[src/rtl/promotable_priority_table_defines.svh]
// Assertion macros for the promotable priority table.
`ifndef PROMOTABLE_PRIORITY_TABLE_DEFINES_SVH
`define PROMOTABLE_PRIORITY_TABLE_DEFINES_SVH

// Check that the consequent holds in the same cycle as the antecedent.
`define PPT_ASSERT_SAME(label, clk, rst_n, ante, cons) \
    label: assert property (@(posedge clk) disable iff (!rst_n) (ante) |-> (cons)) \
        else $error("ppt: same-cycle check failed");

// Check that the consequent holds in the cycle after the antecedent.
`define PPT_ASSERT_NEXT(label, clk, rst_n, ante, cons) \
    label: assert property (@(posedge clk) disable iff (!rst_n) (ante) |=> (cons)) \
        else $error("ppt: next-cycle check failed");

`endif

[src/rtl/ppt_pkg.sv]
package ppt_pkg;

    localparam int OP_W     = 3;
    localparam int STATUS_W = 3;

    // Operation codes of an input word
    typedef enum logic [OP_W-1:0] {
        OP_ADD      = 3'd0,
        OP_QUERY    = 3'd1,
        OP_PROMOTE  = 3'd2,
        OP_PEEK_MAX = 3'd3,
        OP_POP_MAX  = 3'd4
    } op_t;

    // Status codes of a result word
    typedef enum logic [STATUS_W-1:0] {
        STATUS_OK     = 3'd0,
        STATUS_EMPTY  = 3'd1,
        STATUS_FULL   = 3'd2,
        STATUS_BADID  = 3'd3,
        STATUS_NOTAGS = 3'd4
    } status_t;

    // Sequencer states
    typedef enum logic [2:0] {
        S_CLEAR,
        S_IDLE,
        S_SCAN,
        S_DRAIN,
        S_FINISH,
        S_READ,
        S_CHECK
    } state_t;

endpackage

[src/rtl/ppt_if.sv]
// Command channel: one word per operation
interface ppt_cmd_if #(
    parameter int SLOT_W  = 4,
    parameter int TAG_W   = 32,
    parameter int VALUE_W = 32
);
    import ppt_pkg::*;

    logic               valid;
    logic               ready;
    logic [OP_W-1:0]    operation;
    logic [SLOT_W-1:0]  entry_slot;
    logic [TAG_W-1:0]   entry_tag;
    logic [VALUE_W-1:0] new_value;

    modport source (output valid, output operation, output entry_slot,
                    output entry_tag, output new_value, input ready);
    modport sink (input valid, input operation, input entry_slot,
                  input entry_tag, input new_value, output ready);
endinterface

// Result channel: one word per recognised operation
interface ppt_res_if #(
    parameter int SLOT_W  = 4,
    parameter int TAG_W   = 32,
    parameter int VALUE_W = 32,
    parameter int PRIO_W  = 16
);
    import ppt_pkg::*;

    logic                valid;
    logic                ready;
    logic [STATUS_W-1:0] status;
    logic                is_live;
    logic [SLOT_W-1:0]   out_slot;
    logic [TAG_W-1:0]    out_tag;
    logic [VALUE_W-1:0]  out_value;
    logic [PRIO_W-1:0]   out_priority;

    modport source (output valid, output status, output is_live, output out_slot,
                    output out_tag, output out_value, output out_priority,
                    input ready);
    modport sink (input valid, input status, input is_live, input out_slot,
                  input out_tag, input out_value, input out_priority,
                  output ready);
endinterface

[src/rtl/promotable_priority_table.sv]
// Channel | Role   | Word carries
// cmd     | sink   | operation, entry_slot, entry_tag, new_value
// rsp     | source | status, is_live, out_slot, out_tag, out_value, out_priority
//
// Add, peek_max and pop_max scan every slot: one entry read per cycle from the
// entry RAM through one (priority, tag) comparator. Query and promote read one entry.
// After reset a clearing pass marks every entry free; cmd.ready stays low.
// cmd.ready is high only while the sequencer is idle; the result register frees the
// sequencer, and a finished item waits in its last state while rsp is stalled.
// Unknown operation codes are taken and dropped without a result.
`include "promotable_priority_table_defines.svh"

module promotable_priority_table #(
    parameter int SLOTS          = 16,
    parameter int VALUE_WIDTH    = 32,
    parameter int PRIORITY_WIDTH = 16,
    parameter int TAG_WIDTH      = 32
) (
    input  logic      clk,
    input  logic      rst_n,
    ppt_cmd_if.sink   cmd,
    ppt_res_if.source rsp
);
    import ppt_pkg::*;

    localparam int SLOT_W  = $clog2(SLOTS);
    localparam int ENTRY_W = 1 + TAG_WIDTH + PRIORITY_WIDTH + VALUE_WIDTH;
    // Entry layout: {live, tag, priority, value}
    localparam int LIVE_BIT = ENTRY_W - 1;
    localparam int TAG_LO   = PRIORITY_WIDTH + VALUE_WIDTH;
    localparam int PRIO_LO  = VALUE_WIDTH;
    localparam logic [SLOT_W-1:0] LAST_SLOT = SLOT_W'(SLOTS - 1);
    localparam logic [SLOT_W:0]   SLOT_LIMIT = (SLOT_W + 1)'(SLOTS);

    state_t state_reg, state_next;

    logic [SLOT_W-1:0] clr_idx_reg, clr_idx_next;
    logic [SLOT_W-1:0] scan_idx_reg, scan_idx_next;
    logic              eval_valid_reg, eval_valid_next;
    logic [SLOT_W-1:0] eval_idx_reg, eval_idx_next;
    logic [TAG_WIDTH:0] next_tag_reg, next_tag_next;

    // Latched command word
    op_t                    op_reg, op_next;
    logic [SLOT_W-1:0]      slot_reg, slot_next;
    logic [TAG_WIDTH-1:0]   tag_reg, tag_next;
    logic [VALUE_WIDTH-1:0] value_reg, value_next;

    // Scan trackers
    logic                      best_found_reg, best_found_next;
    logic [SLOT_W-1:0]         best_slot_reg, best_slot_next;
    logic [TAG_WIDTH-1:0]      best_tag_reg, best_tag_next;
    logic [PRIORITY_WIDTH-1:0] best_prio_reg, best_prio_next;
    logic [VALUE_WIDTH-1:0]    best_value_reg, best_value_next;
    logic                      free_found_reg, free_found_next;
    logic [SLOT_W-1:0]         free_slot_reg, free_slot_next;

    // Result register
    logic                      rsp_valid_reg, rsp_valid_next;
    status_t                   rsp_status_reg, rsp_status_next;
    logic                      rsp_live_reg, rsp_live_next;
    logic [SLOT_W-1:0]         rsp_slot_reg, rsp_slot_next;
    logic [TAG_WIDTH-1:0]      rsp_tag_reg, rsp_tag_next;
    logic [VALUE_WIDTH-1:0]    rsp_value_reg, rsp_value_next;
    logic [PRIORITY_WIDTH-1:0] rsp_prio_reg, rsp_prio_next;

    // Entry RAM ports
    logic               wr_en;
    logic [SLOT_W-1:0]  wr_addr;
    logic [ENTRY_W-1:0] wr_data;
    logic               rd_en;
    logic [SLOT_W-1:0]  rd_addr;
    logic [ENTRY_W-1:0] rd_data;

    logic                      e_live;
    logic [TAG_WIDTH-1:0]      e_tag;
    logic [PRIORITY_WIDTH-1:0] e_prio;
    logic [VALUE_WIDTH-1:0]    e_value;
    logic [PRIORITY_WIDTH-1:0] e_prio_inc;
    logic                      better;
    logic                      slot_ok;
    logic                      hit;
    logic                      out_free;
    logic                      accept;

    ppt_ram #(
        .WIDTH (ENTRY_W),
        .DEPTH (SLOTS)
    ) u_entry_ram (
        .clk     (clk),
        .wr_en   (wr_en),
        .wr_addr (wr_addr),
        .wr_data (wr_data),
        .rd_en   (rd_en),
        .rd_addr (rd_addr),
        .rd_data (rd_data)
    );

    // Unpack the entry just read
    assign e_live  = rd_data[LIVE_BIT];
    assign e_tag   = rd_data[LIVE_BIT-1:TAG_LO];
    assign e_prio  = rd_data[TAG_LO-1:PRIO_LO];
    assign e_value = rd_data[VALUE_WIDTH-1:0];

    // Shared comparator: higher priority wins, and on equal priority the newer (higher tag) entry wins
    assign better = !best_found_reg ||
                    ({e_prio, e_tag} > {best_prio_reg, best_tag_reg});

    assign e_prio_inc = (e_prio == {PRIORITY_WIDTH{1'b1}}) ? e_prio
                                                           : e_prio + 1'b1;
    assign slot_ok  = ({1'b0, slot_reg} < SLOT_LIMIT);
    assign hit      = slot_ok && e_live && (e_tag == tag_reg);
    assign out_free = !rsp_valid_reg || rsp.ready;
    assign accept   = cmd.valid && cmd.ready;

    assign cmd.ready        = (state_reg == S_IDLE);
    assign rsp.valid        = rsp_valid_reg;
    assign rsp.status       = rsp_status_reg;
    assign rsp.is_live      = rsp_live_reg;
    assign rsp.out_slot     = rsp_slot_reg;
    assign rsp.out_tag      = rsp_tag_reg;
    assign rsp.out_value    = rsp_value_reg;
    assign rsp.out_priority = rsp_prio_reg;

    // State and control registers
    always_ff @(posedge clk or negedge rst_n)
    begin
        if (!rst_n)
        begin
            state_reg      <= S_CLEAR;
            clr_idx_reg    <= '0;
            scan_idx_reg   <= '0;
            eval_valid_reg <= 1'b0;
            next_tag_reg   <= '0;
            best_found_reg <= 1'b0;
            free_found_reg <= 1'b0;
            rsp_valid_reg  <= 1'b0;
        end
        else
        begin
            state_reg      <= state_next;
            clr_idx_reg    <= clr_idx_next;
            scan_idx_reg   <= scan_idx_next;
            eval_valid_reg <= eval_valid_next;
            next_tag_reg   <= next_tag_next;
            best_found_reg <= best_found_next;
            free_found_reg <= free_found_next;
            rsp_valid_reg  <= rsp_valid_next;
        end
    end

    // Payload registers
    always_ff @(posedge clk)
    begin
        eval_idx_reg   <= eval_idx_next;
        op_reg         <= op_next;
        slot_reg       <= slot_next;
        tag_reg        <= tag_next;
        value_reg      <= value_next;
        best_slot_reg  <= best_slot_next;
        best_tag_reg   <= best_tag_next;
        best_prio_reg  <= best_prio_next;
        best_value_reg <= best_value_next;
        free_slot_reg  <= free_slot_next;
        rsp_status_reg <= rsp_status_next;
        rsp_live_reg   <= rsp_live_next;
        rsp_slot_reg   <= rsp_slot_next;
        rsp_tag_reg    <= rsp_tag_next;
        rsp_value_reg  <= rsp_value_next;
        rsp_prio_reg   <= rsp_prio_next;
    end

    // Sequencer: next state, RAM control and result load
    always_comb
    begin
        state_next      = state_reg;
        clr_idx_next    = clr_idx_reg;
        scan_idx_next   = scan_idx_reg;
        eval_valid_next = 1'b0;
        eval_idx_next   = scan_idx_reg;
        next_tag_next   = next_tag_reg;
        op_next         = op_reg;
        slot_next       = slot_reg;
        tag_next        = tag_reg;
        value_next      = value_reg;
        best_found_next = best_found_reg;
        best_slot_next  = best_slot_reg;
        best_tag_next   = best_tag_reg;
        best_prio_next  = best_prio_reg;
        best_value_next = best_value_reg;
        free_found_next = free_found_reg;
        free_slot_next  = free_slot_reg;
        rsp_valid_next  = rsp_valid_reg && !rsp.ready;
        rsp_status_next = rsp_status_reg;
        rsp_live_next   = rsp_live_reg;
        rsp_slot_next   = rsp_slot_reg;
        rsp_tag_next    = rsp_tag_reg;
        rsp_value_next  = rsp_value_reg;
        rsp_prio_next   = rsp_prio_reg;
        wr_en           = 1'b0;
        wr_addr         = '0;
        wr_data         = '0;
        rd_en           = 1'b0;
        rd_addr         = scan_idx_reg;

        // Fold the entry read last cycle into the scan trackers
        if (eval_valid_reg)
        begin
            if (e_live && better)
            begin
                best_found_next = 1'b1;
                best_slot_next  = eval_idx_reg;
                best_tag_next   = e_tag;
                best_prio_next  = e_prio;
                best_value_next = e_value;
            end
            if (!e_live && !free_found_reg)
            begin
                free_found_next = 1'b1;
                free_slot_next  = eval_idx_reg;
            end
        end

        case (state_reg)
            S_CLEAR:
            begin
                // Mark every entry free, one per cycle
                wr_en        = 1'b1;
                wr_addr      = clr_idx_reg;
                clr_idx_next = clr_idx_reg + 1'b1;
                if (clr_idx_reg == LAST_SLOT)
                begin
                    state_next = S_IDLE;
                end
            end
            S_IDLE:
            begin
                if (accept)
                begin
                    op_next         = op_t'(cmd.operation);
                    slot_next       = cmd.entry_slot;
                    tag_next        = cmd.entry_tag;
                    value_next      = cmd.new_value;
                    scan_idx_next   = '0;
                    best_found_next = 1'b0;
                    free_found_next = 1'b0;
                    case (op_t'(cmd.operation))
                        OP_ADD, OP_PEEK_MAX, OP_POP_MAX: state_next = S_SCAN;
                        OP_QUERY, OP_PROMOTE:            state_next = S_READ;
                        default:                         state_next = S_IDLE;
                    endcase
                end
            end
            S_SCAN:
            begin
                // Issue one entry read per cycle
                rd_en           = 1'b1;
                rd_addr         = scan_idx_reg;
                eval_valid_next = 1'b1;
                scan_idx_next   = scan_idx_reg + 1'b1;
                if (scan_idx_reg == LAST_SLOT)
                begin
                    state_next = S_DRAIN;
                end
            end
            S_DRAIN:
            begin
                state_next = S_FINISH;
            end
            S_FINISH:
            begin
                // Commit the add or pop and load the result when the output is free
                if (out_free)
                begin
                    state_next      = S_IDLE;
                    rsp_valid_next  = 1'b1;
                    rsp_status_next = STATUS_OK;
                    rsp_live_next   = 1'b0;
                    rsp_slot_next   = '0;
                    rsp_tag_next    = '0;
                    rsp_value_next  = '0;
                    rsp_prio_next   = '0;
                    if (op_reg == OP_ADD)
                    begin
                        if (!free_found_reg)
                        begin
                            rsp_status_next = STATUS_FULL;
                        end
                        else if (next_tag_reg[TAG_WIDTH])
                        begin
                            rsp_status_next = STATUS_NOTAGS;
                        end
                        else
                        begin
                            wr_en         = 1'b1;
                            wr_addr       = free_slot_reg;
                            wr_data       = {1'b1, next_tag_reg[TAG_WIDTH-1:0],
                                             {PRIORITY_WIDTH{1'b0}}, value_reg};
                            next_tag_next = next_tag_reg + 1'b1;
                            rsp_slot_next = free_slot_reg;
                            rsp_tag_next  = next_tag_reg[TAG_WIDTH-1:0];
                        end
                    end
                    else if (!best_found_reg)
                    begin
                        rsp_status_next = STATUS_EMPTY;
                    end
                    else
                    begin
                        rsp_live_next  = 1'b1;
                        rsp_slot_next  = best_slot_reg;
                        rsp_tag_next   = best_tag_reg;
                        rsp_value_next = best_value_reg;
                        rsp_prio_next  = best_prio_reg;
                        if (op_reg == OP_POP_MAX)
                        begin
                            wr_en   = 1'b1;
                            wr_addr = best_slot_reg;
                        end
                    end
                end
            end
            S_READ:
            begin
                rd_en      = slot_ok;
                rd_addr    = slot_reg;
                state_next = S_CHECK;
            end
            S_CHECK:
            begin
                // Answer query or promote from the entry read
                if (out_free)
                begin
                    state_next      = S_IDLE;
                    rsp_valid_next  = 1'b1;
                    rsp_status_next = STATUS_OK;
                    rsp_live_next   = 1'b0;
                    rsp_slot_next   = '0;
                    rsp_tag_next    = '0;
                    rsp_value_next  = '0;
                    rsp_prio_next   = '0;
                    if (hit)
                    begin
                        rsp_live_next  = 1'b1;
                        rsp_slot_next  = slot_reg;
                        rsp_tag_next   = e_tag;
                        rsp_value_next = e_value;
                        rsp_prio_next  = e_prio;
                        if (op_reg == OP_PROMOTE)
                        begin
                            wr_en         = 1'b1;
                            wr_addr       = slot_reg;
                            wr_data       = {1'b1, e_tag, e_prio_inc, e_value};
                            rsp_prio_next = e_prio_inc;
                        end
                    end
                    else if (op_reg == OP_PROMOTE)
                    begin
                        rsp_status_next = STATUS_BADID;
                    end
                end
            end
            default:
            begin
                state_next = S_IDLE;
            end
        endcase
    end

    // Checks
    `PPT_ASSERT_NEXT(a_tag_never_falls, clk, rst_n, 1'b1, next_tag_reg >= $past(next_tag_reg))
    `PPT_ASSERT_SAME(a_no_write_on_accept, clk, rst_n, wr_en, !accept)
    `PPT_ASSERT_SAME(a_idle_no_read_in_flight, clk, rst_n, state_reg == S_IDLE, !eval_valid_reg)

endmodule

[src/rtl/ppt_ram.sv]
module ppt_ram #(
    parameter int WIDTH = 8,
    parameter int DEPTH = 16
) (
    input  logic                     clk,
    input  logic                     wr_en,
    input  logic [$clog2(DEPTH)-1:0] wr_addr,
    input  logic [WIDTH-1:0]         wr_data,
    input  logic                     rd_en,
    input  logic [$clog2(DEPTH)-1:0] rd_addr,
    output logic [WIDTH-1:0]         rd_data
);

    logic [WIDTH-1:0] mem [DEPTH];

    // Write port and registered read port
    always_ff @(posedge clk)
    begin
        if (wr_en)
        begin
            mem[wr_addr] <= wr_data;
        end
        if (rd_en)
        begin
            rd_data <= mem[rd_addr];
        end
    end

endmodule
[src/flat_wrapper.sv]
// flat-port wrapper written by rule: the top's interface ports become plain ports
module promotable_priority_table_flat import ppt_pkg::*;
#(
    parameter int SLOTS          = 16,
    parameter int VALUE_WIDTH    = 32,
    parameter int PRIORITY_WIDTH = 16,
    parameter int TAG_WIDTH      = 32
)
  (clk, rst_n, cmd_valid, cmd_operation, cmd_entry_slot, cmd_entry_tag, cmd_new_value, cmd_ready, rsp_valid, rsp_status, rsp_is_live, rsp_out_slot, rsp_out_tag, rsp_out_value, rsp_out_priority, rsp_ready);
  ppt_cmd_if cmd_i ();
  ppt_res_if rsp_i ();
  input  logic clk;
  input  logic rst_n;
  input wire logic [$bits(cmd_i.valid)-1:0] cmd_valid;
  input wire logic [$bits(cmd_i.operation)-1:0] cmd_operation;
  input wire logic [$bits(cmd_i.entry_slot)-1:0] cmd_entry_slot;
  input wire logic [$bits(cmd_i.entry_tag)-1:0] cmd_entry_tag;
  input wire logic [$bits(cmd_i.new_value)-1:0] cmd_new_value;
  output wire logic [$bits(cmd_i.ready)-1:0] cmd_ready;
  output wire logic [$bits(rsp_i.valid)-1:0] rsp_valid;
  output wire logic [$bits(rsp_i.status)-1:0] rsp_status;
  output wire logic [$bits(rsp_i.is_live)-1:0] rsp_is_live;
  output wire logic [$bits(rsp_i.out_slot)-1:0] rsp_out_slot;
  output wire logic [$bits(rsp_i.out_tag)-1:0] rsp_out_tag;
  output wire logic [$bits(rsp_i.out_value)-1:0] rsp_out_value;
  output wire logic [$bits(rsp_i.out_priority)-1:0] rsp_out_priority;
  input wire logic [$bits(rsp_i.ready)-1:0] rsp_ready;
  assign cmd_i.valid = cmd_valid;
  assign cmd_i.operation = cmd_operation;
  assign cmd_i.entry_slot = cmd_entry_slot;
  assign cmd_i.entry_tag = cmd_entry_tag;
  assign cmd_i.new_value = cmd_new_value;
  assign cmd_ready = cmd_i.ready;
  assign rsp_valid = rsp_i.valid;
  assign rsp_status = rsp_i.status;
  assign rsp_is_live = rsp_i.is_live;
  assign rsp_out_slot = rsp_i.out_slot;
  assign rsp_out_tag = rsp_i.out_tag;
  assign rsp_out_value = rsp_i.out_value;
  assign rsp_out_priority = rsp_i.out_priority;
  assign rsp_i.ready = rsp_ready;
  promotable_priority_table #(.SLOTS(SLOTS), .VALUE_WIDTH(VALUE_WIDTH), .PRIORITY_WIDTH(PRIORITY_WIDTH), .TAG_WIDTH(TAG_WIDTH)) u_core (.clk(clk), .rst_n(rst_n), .cmd(cmd_i), .rsp(rsp_i));
endmodule
[config.mk]
export PLATFORM = sky130hd
export DESIGN_NAME = promotable_priority_table_flat
export DESIGN_NICKNAME = d
export VERILOG_FILES = /design/src/rtl/ppt_pkg.sv /design/src/rtl/ppt_if.sv /design/src/rtl/promotable_priority_table.sv /design/src/rtl/ppt_ram.sv /design/src/flat_wrapper.sv
export VERILOG_INCLUDE_DIRS = /design/src /design/src/rtl
export SDC_FILE = /design/constraint.sdc
export NUM_CORES = 2
export LEC_CHECK = 0
export BUFFER_PORTS_ARGS = -buffer_cell sky130_fd_sc_hd__clkbuf_2
export CAP_MARGIN = 5
export CORE_MARGIN = 5
export CORE_UTILIZATION = 60
export CTS_CLUSTER_DIAMETER = 80
export DETAILED_ROUTE_END_ITERATION = 16
export PLACE_DENSITY_LB_ADDON = 0.25
export SETUP_SLACK_MARGIN = 0.2
export SYNTH_ARGS = -nofsm -noshare
export SYNTH_HDL_FRONTEND = slang
export SYNTH_HIERARCHICAL = 1
export SYNTH_SLANG_ARGS = --single-unit
[constraint.sdc]
create_clock -name clk -period 15.8 [get_ports clk]
set_input_delay 1.58 -clock clk [delete_from_list [all_inputs] [get_ports clk]]
set_output_delay 1.58 -clock clk [all_outputs]
set_load 0.005 [all_outputs]
Word level (Yosys, flattened, before mapping)
Memory sizes are Yosys's and may differ from the RTL's. A register that Yosys moved wholly into a read port is not among the register bits.
Index checks and enable logic that the tools add are counted.
{ "totals": {"wordCells": 178, "mem_count": 1, "input_bits": 75, "regBits": 299, "ramBits": 1296, "out_inout_bits": 90} }
{ "classes": {"bitwise": 1, "order_cmp": 1, "reduce_logical": 29, "n_eq_ne": 22, "n_mux": 95, "add_sub_neg": 4} }
{ "memory_table": {"columns": ["memory", "depth", "width", "rd", "rd_clocked_by_memory_dff", "write_ports", "line_no", "source"], "rows": [
  ["u_core.u_entry_ram.mem", 16, 81, 1, 1, 1, "ppt_ram.sv:14", "logic [WIDTH-1:0] mem [DEPTH];"]
]} }
{ "ops": {"columns": ["cell", "n"], "rows": [
  ["$mux 81", 7],
  ["$mux 32", 12],
  ["$pmux 81 s2", 1],
  ["$pmux 32 s2", 2],
  ["$mux 16", 7],
  ["$mux 4", 16],
  ["$gt 48x48->1", 1],
  ["$add 33x1->33 const B", 1],
  ["$mux 33", 1],
  ["$eq 32x32->1", 1],
  ["$pmux 16 s2", 1],
  ["$mux 3", 10],
  ["$mux 1", 29],
  ["$pmux 3 s6", 1],
  ["$add 16x1->16 const B", 1],
  ["$eq 16x16->1 const B", 1],
  ["$pmux 4 s2", 2],
  ["$eq 3x2->1 const B", 5],
  ["$eq 3x3->1 const B", 5],
  ["$pmux 3 s2", 2],
  ["$pmux 4 s3", 1],
  ["$ne 2x1->1 const B", 5],
  ["$logic_not 3->1", 3],
  ["$add 4x1->4 const B", 2],
  ["17 further kinds", 35]
]} }

Logic depth before layout (Yosys ltp)
{ "logic_depth": {"depth_word": 8, "ltp_mapped": 11, "ltp_nobuf": 8} }

By module
Netlist, hierarchy kept.
{ "modules_own_cells": {"columns": ["module", "n_inst", "cells_each", "area_each_um2"], "rows": [
  ["ppt_ram", 1, 2078, 50863.8],
  ["promotable_priority_table", 1, 1129, 14049.7]
]} }

Least setup slack after synthesis
OpenSTA, ideal clock, no wires.
{ "synth_path": {"path_kind": "in2reg", "from": "input port rsp_ready", "to": "memory u_core/u_entry_ram/mem[8][0] in the netlist's numbering, enable pin", "setup_slack_ps": 3190, "n_path_buf": 0, "cell_stages": 7, "t_required_ps": 15180, "setup_ps": 620, "arrival_ps": 11990, "cell_sequence": "nor2b_1 > nor2_1 > nand2_1 > o21ai_0 > a21o_1 > nand3b_1 > nor3_1"} }
{ "synth_via": {"elab_cells_between_ends": 9, "cone_classes": "mux: 8; reduce/logical: 1"} }
{ "synth_rtl": {"columns": ["element", "line_no", "source"], "rows": [
  ["start: declaration", "flat_wrapper.sv:27", "input wire logic [$bits(rsp_i.ready)-1:0] rsp_ready;"],
  ["$logic_or 1x1->1 (*)", "promotable_priority_table.sv:113", "assign out_free = !rsp_valid_reg || rsp.ready;"],
  ["$mux 4, on equally long branches", "promotable_priority_table.sv:332, promotable_priority_table.sv:273", null],
  ["$pmux 4 s3 (*)", "promotable_priority_table.sv:224", "case (state_reg)"],
  ["named net u_core.wr_addr[3]", "promotable_priority_table.sv:69", "logic [SLOT_W-1:0] wr_addr;"],
  ["end: declaration", "ppt_ram.sv:14", null]
]} }
The timed path passes the listed nets; every way through them passes the cells marked *.

Final worst setup path
{ "layout_path": {"from": "register u_core.u_entry_ram.rd_data[71], read port of u_core.u_entry_ram.mem", "to": "memory u_core/u_entry_ram/mem[15][64] in the netlist's numbering, enable pin"} }
{ "layout_via": {"elab_cells_between_ends": 10, "cone_classes": "eq/ne: 1; mux: 8; reduce/logical: 1"} }
{ "layout_rtl": {"columns": ["element", "line_no", "source"], "rows": [
  ["start: declaration", "ppt_ram.sv:11", "output logic [WIDTH-1:0] rd_data"],
  ["$eq 32x32->1", "promotable_priority_table.sv:112", "assign hit = slot_ok && e_live && (e_tag == tag_reg);"],
  ["$logic_and 1x1->1", "promotable_priority_table.sv:112", null],
  ["$mux 4", "promotable_priority_table.sv:342", "if (hit)"],
  ["$mux 4", "promotable_priority_table.sv:332", "if (out_free)"],
  ["$pmux 4 s3", "promotable_priority_table.sv:224", null],
  ["named net u_core.wr_addr[1]", "promotable_priority_table.sv:69", null]
]} }
The timed path passes the listed nets, and every way through them passes these cells.

==> reports/results.ini <==
[run_status]
status=finished, final reports clean

[sta]
finalCritPeriodShare=0.3808
slew_headroom=0.1097
rsz0062_at_grt=no
setup_tns_ns=0
slew_viol_final=0
hold_ws_ns=0.4239
period_needed_ns=6.017
setup_viol=0
hold_violations=0
clock-skew-final_ns=0.03376
worst_pin_slew_ns=1.335
fmax_mhz=166.2

[critical_path]
critPathKind=flop to flop
crit_required_ns=16.17
crit_chain=xor2_1, nor4_1, nand4_1, nor4_2, and3_2, buf_4, a21o_1, nand2_1, nor2_4, buf_4
slowest_delay_ns=0.99
r2r_slack_ns=9.78
cp_max_fo=58
reg2reg_depth=10
cp-start-kind=flop
cp.buffers_inverters=2
cpMostUsedCell=buf_4
arrival_ns=6.39
r2r-end=u_core/u_entry_ram/mem[15][64]$_DFFE_PP_
r2r_start=u_core/u_entry_ram/rd_data[71]$_DFFE_PP_
crit_path_top_delay_cell=buf_4
critPathTopFamily=simple AND/OR/NAND/NOR gates
endpoint_kind=flop

[clocking]
cts.sinks=1676
cts-buffers-inserted=164
cts_root_buf=clkbuf_16
cts_tree=yes
insertion_delay_ns=0.78
clockBufferDepth=3
post_cts_buffers=0
cts_resized=0
h-tree-depth=4
clk_pin_slew_ns=0.06
cts-hold-fix-buffers=0

[drt]
routedWlPerCell_um=30.55
drt-vias-per-instance=6.663
via_count=33190
firstDrtPassIters=6
first_iter_violations=4594
drtAntennaViolNets=0
wl_mm=152.2
drc_errors=0

[die]
start_util=0.6055
boundaryPins=165
rows=120
core-area_um2=107200
die_h_um=338.9
die_width_um=338.9
dieArea_um2=114900

[finish]
layout-drive-gt1-share=0.2326
seqCellArea_um2=50050
syn_to_final_growth_pct=11.84
fin_area_um2=72600
largest_reg_flops=1296
fin_util=0.6772
fin_cells=4981
multiInputGateArea_um2=13920
final_net_count=3575
fill_cells=6652

[synth]
synth_edf_count=1624
ys_ff_latch=1676
netlist_instances=3207
yosysWarnings=6
synthArstFlopShare=0.02864
netlist_area_um2=64910
synthFlopType=edfxtp_1
synth_cell_type_count=59
synth_nets=3334
synth.yosys.seq_area_share=0.7710
postSynthAreaPerCell_um2=20.24

[placement]
place_congestion=0.8905
place.detailed.hpwl_mm=87.23
placed_area_um2=67390
io_buffers=164
dp_cells=4685

[power]
p_leak_nw=21.01
ir_drop_mv=0.1482
cellPowerDensity_nw_per_um2=165.6

[global_routing]
grt_use_total=0.2660
grt_pass1_wl_mm=225.9
grt_pass1_vias=33930
grt-ovfl-total=0
antenna_found_initial=6
grt_max_degree=82

[min_path]
min_to=u_core/best_slot_reg[1]$_DFFE_PP_
holdCritStartpoint=u_core/eval_idx_reg[1]$_DFF_P_
whs_path_depth=0
hold_path_class=flop to flop

[flow_run]
maxCapViolCount=0

kinds of logic after synthesis:
family	Yosys count	synth area share
buffers and inverters	245	0.01785
XOR/XNOR	87	0.01174
AND/OR/NAND/NOR	388	0.02814
multiplexers	335	0.1142
flip-flops	1676	0.7710
AO/OA/AOI/OAI	424	0.04703
adder cells (fa/ha/maj)	52	0.01002
cells in the final DEF (no fill, tap or decap), drive strengths merged, types with 5 or more instances in the layout:
cell / n
a21o: 5
a21oi: 25
a22o: 85
a22oi: 197
a31oi: 6
a32oi: 5
and2: 10
and3: 13
buf: 69
bufinv: 11
clkbuf: 366
clkinv: 65
clkinvlp: 8
dfrtp: 48
edfxtp: 1624
ha: 52
inv: 96
mux2: 6
mux2i: 5
mux4: 324
nand2: 177
nand2b: 7
nand3: 40
nand4: 24
nor2: 60
nor2b: 7
nor3: 17
nor4: 14
o21ai: 78
xnor2: 41
xor2: 46
cell usage after synthesis (4+ instances only):
cell type	number	area (µm²)
nor2b_1	7	43.79
a22o_1	85	744.5
and2_1	9	56.30
mux2i_1	5	50.05
a21o_1	5	37.54
mux4_2	324	7297
a31oi_1	5	31.28
xor2_1	46	402.9
nand2b_1	7	43.79
ha_1	52	650.6
inv_1	87	326.6
nor2_1	60	225.2
and3_1	13	81.33
a21oi_1	25	125.1
nand4_1	24	150.1
xnor2_1	41	359.1
a32oi_1	5	43.79
nand2_1	177	664.4
o21ai_0	78	390.4
mux2_2	6	67.56
buf_1	17	63.81
buf_6	20	225.2
dfxtp_1	4	80.08
and4_1	4	35.03
buf_4	14	105.1
nor3b_1	4	30.03
nor4_1	11	68.82
nand3_1	40	200.2
nor3_1	17	85.08
a22oi_1	197	1479
edfxtp_1	1624	48770
dfrtp_1	48	1201
clkbuf_1	78	292.8
buf_2	29	145.1
area by class of cell:
cell class                 instances  share of cell area
sequential                      1676              0.6893
multi-input combinational       1286              0.1917
clock buffer                     202             0.05937
tap                             1403             0.02418
timing repair buffer             233             0.01844
clock inverter                    93             0.01239
inverter                          87            0.004498
antenna                            1          0.00003447
report_power, final:
| part | total [mW] | switching [mW] | internal (mW) |
|---|---|---|---|
| clock | 3.78 | 1.65 | 2.14 |
| combinational | 2.55 | 1.57 | 0.976 |
| sequential | 5.69 | 0.267 | 5.42 |
| total | 12.0 | 3.49 | 8.53 |
worst max path at each step:
stage,slack (ns),endpoint,cells after the start,startpoint
after floorplan,3.19,u_core/u_entry_ram/mem[8][0]$_DFFE_PP_,7,rsp_ready
after global placement,9.85,u_core/u_entry_ram/mem[3][12]$_DFFE_PP_,9,rsp_ready
after detailed placement,9.82,u_core/u_entry_ram/mem[6][76]$_DFFE_PP_,9,rsp_ready
after CTS,9.81,u_core/u_entry_ram/mem[6][13]$_DFFE_PP_,10,u_core/u_entry_ram/rd_data[71]$_DFFE_PP_
after global routing,9.53,u_core/u_entry_ram/mem[6][13]$_DFFE_PP_,10,u_core/u_entry_ram/rd_data[71]$_DFFE_PP_
final,9.78,u_core/u_entry_ram/mem[15][64]$_DFFE_PP_,10,u_core/u_entry_ram/rd_data[71]$_DFFE_PP_
stage by stage:
| stage | setup WS [ns] | power (mW) |
|---|---|---|
| floorplan | 3.190 | 7.457 |
| CTS | 9.806 | 12.08 |
| global placement | 9.851 | 8.257 |
| global route | 9.528 | 12.48 |
| finish | 9.784 | 12.02 |
| detailed placement | 9.823 | 8.307 |
metal layers:
metal | GRT usage | up-vias | part of all wire
met3 | 0.05117 | 242 | 0.11
met5 | 0 | - | 0
met4 | 0.07622 | 0 | 0.027
met1 | 0.3972 | 17270 | 0.39
met2 | 0.4123 | 2034 | 0.47
li1 | - | 13650 | -
Note: power is estimated with default switching activity, not from simulation.
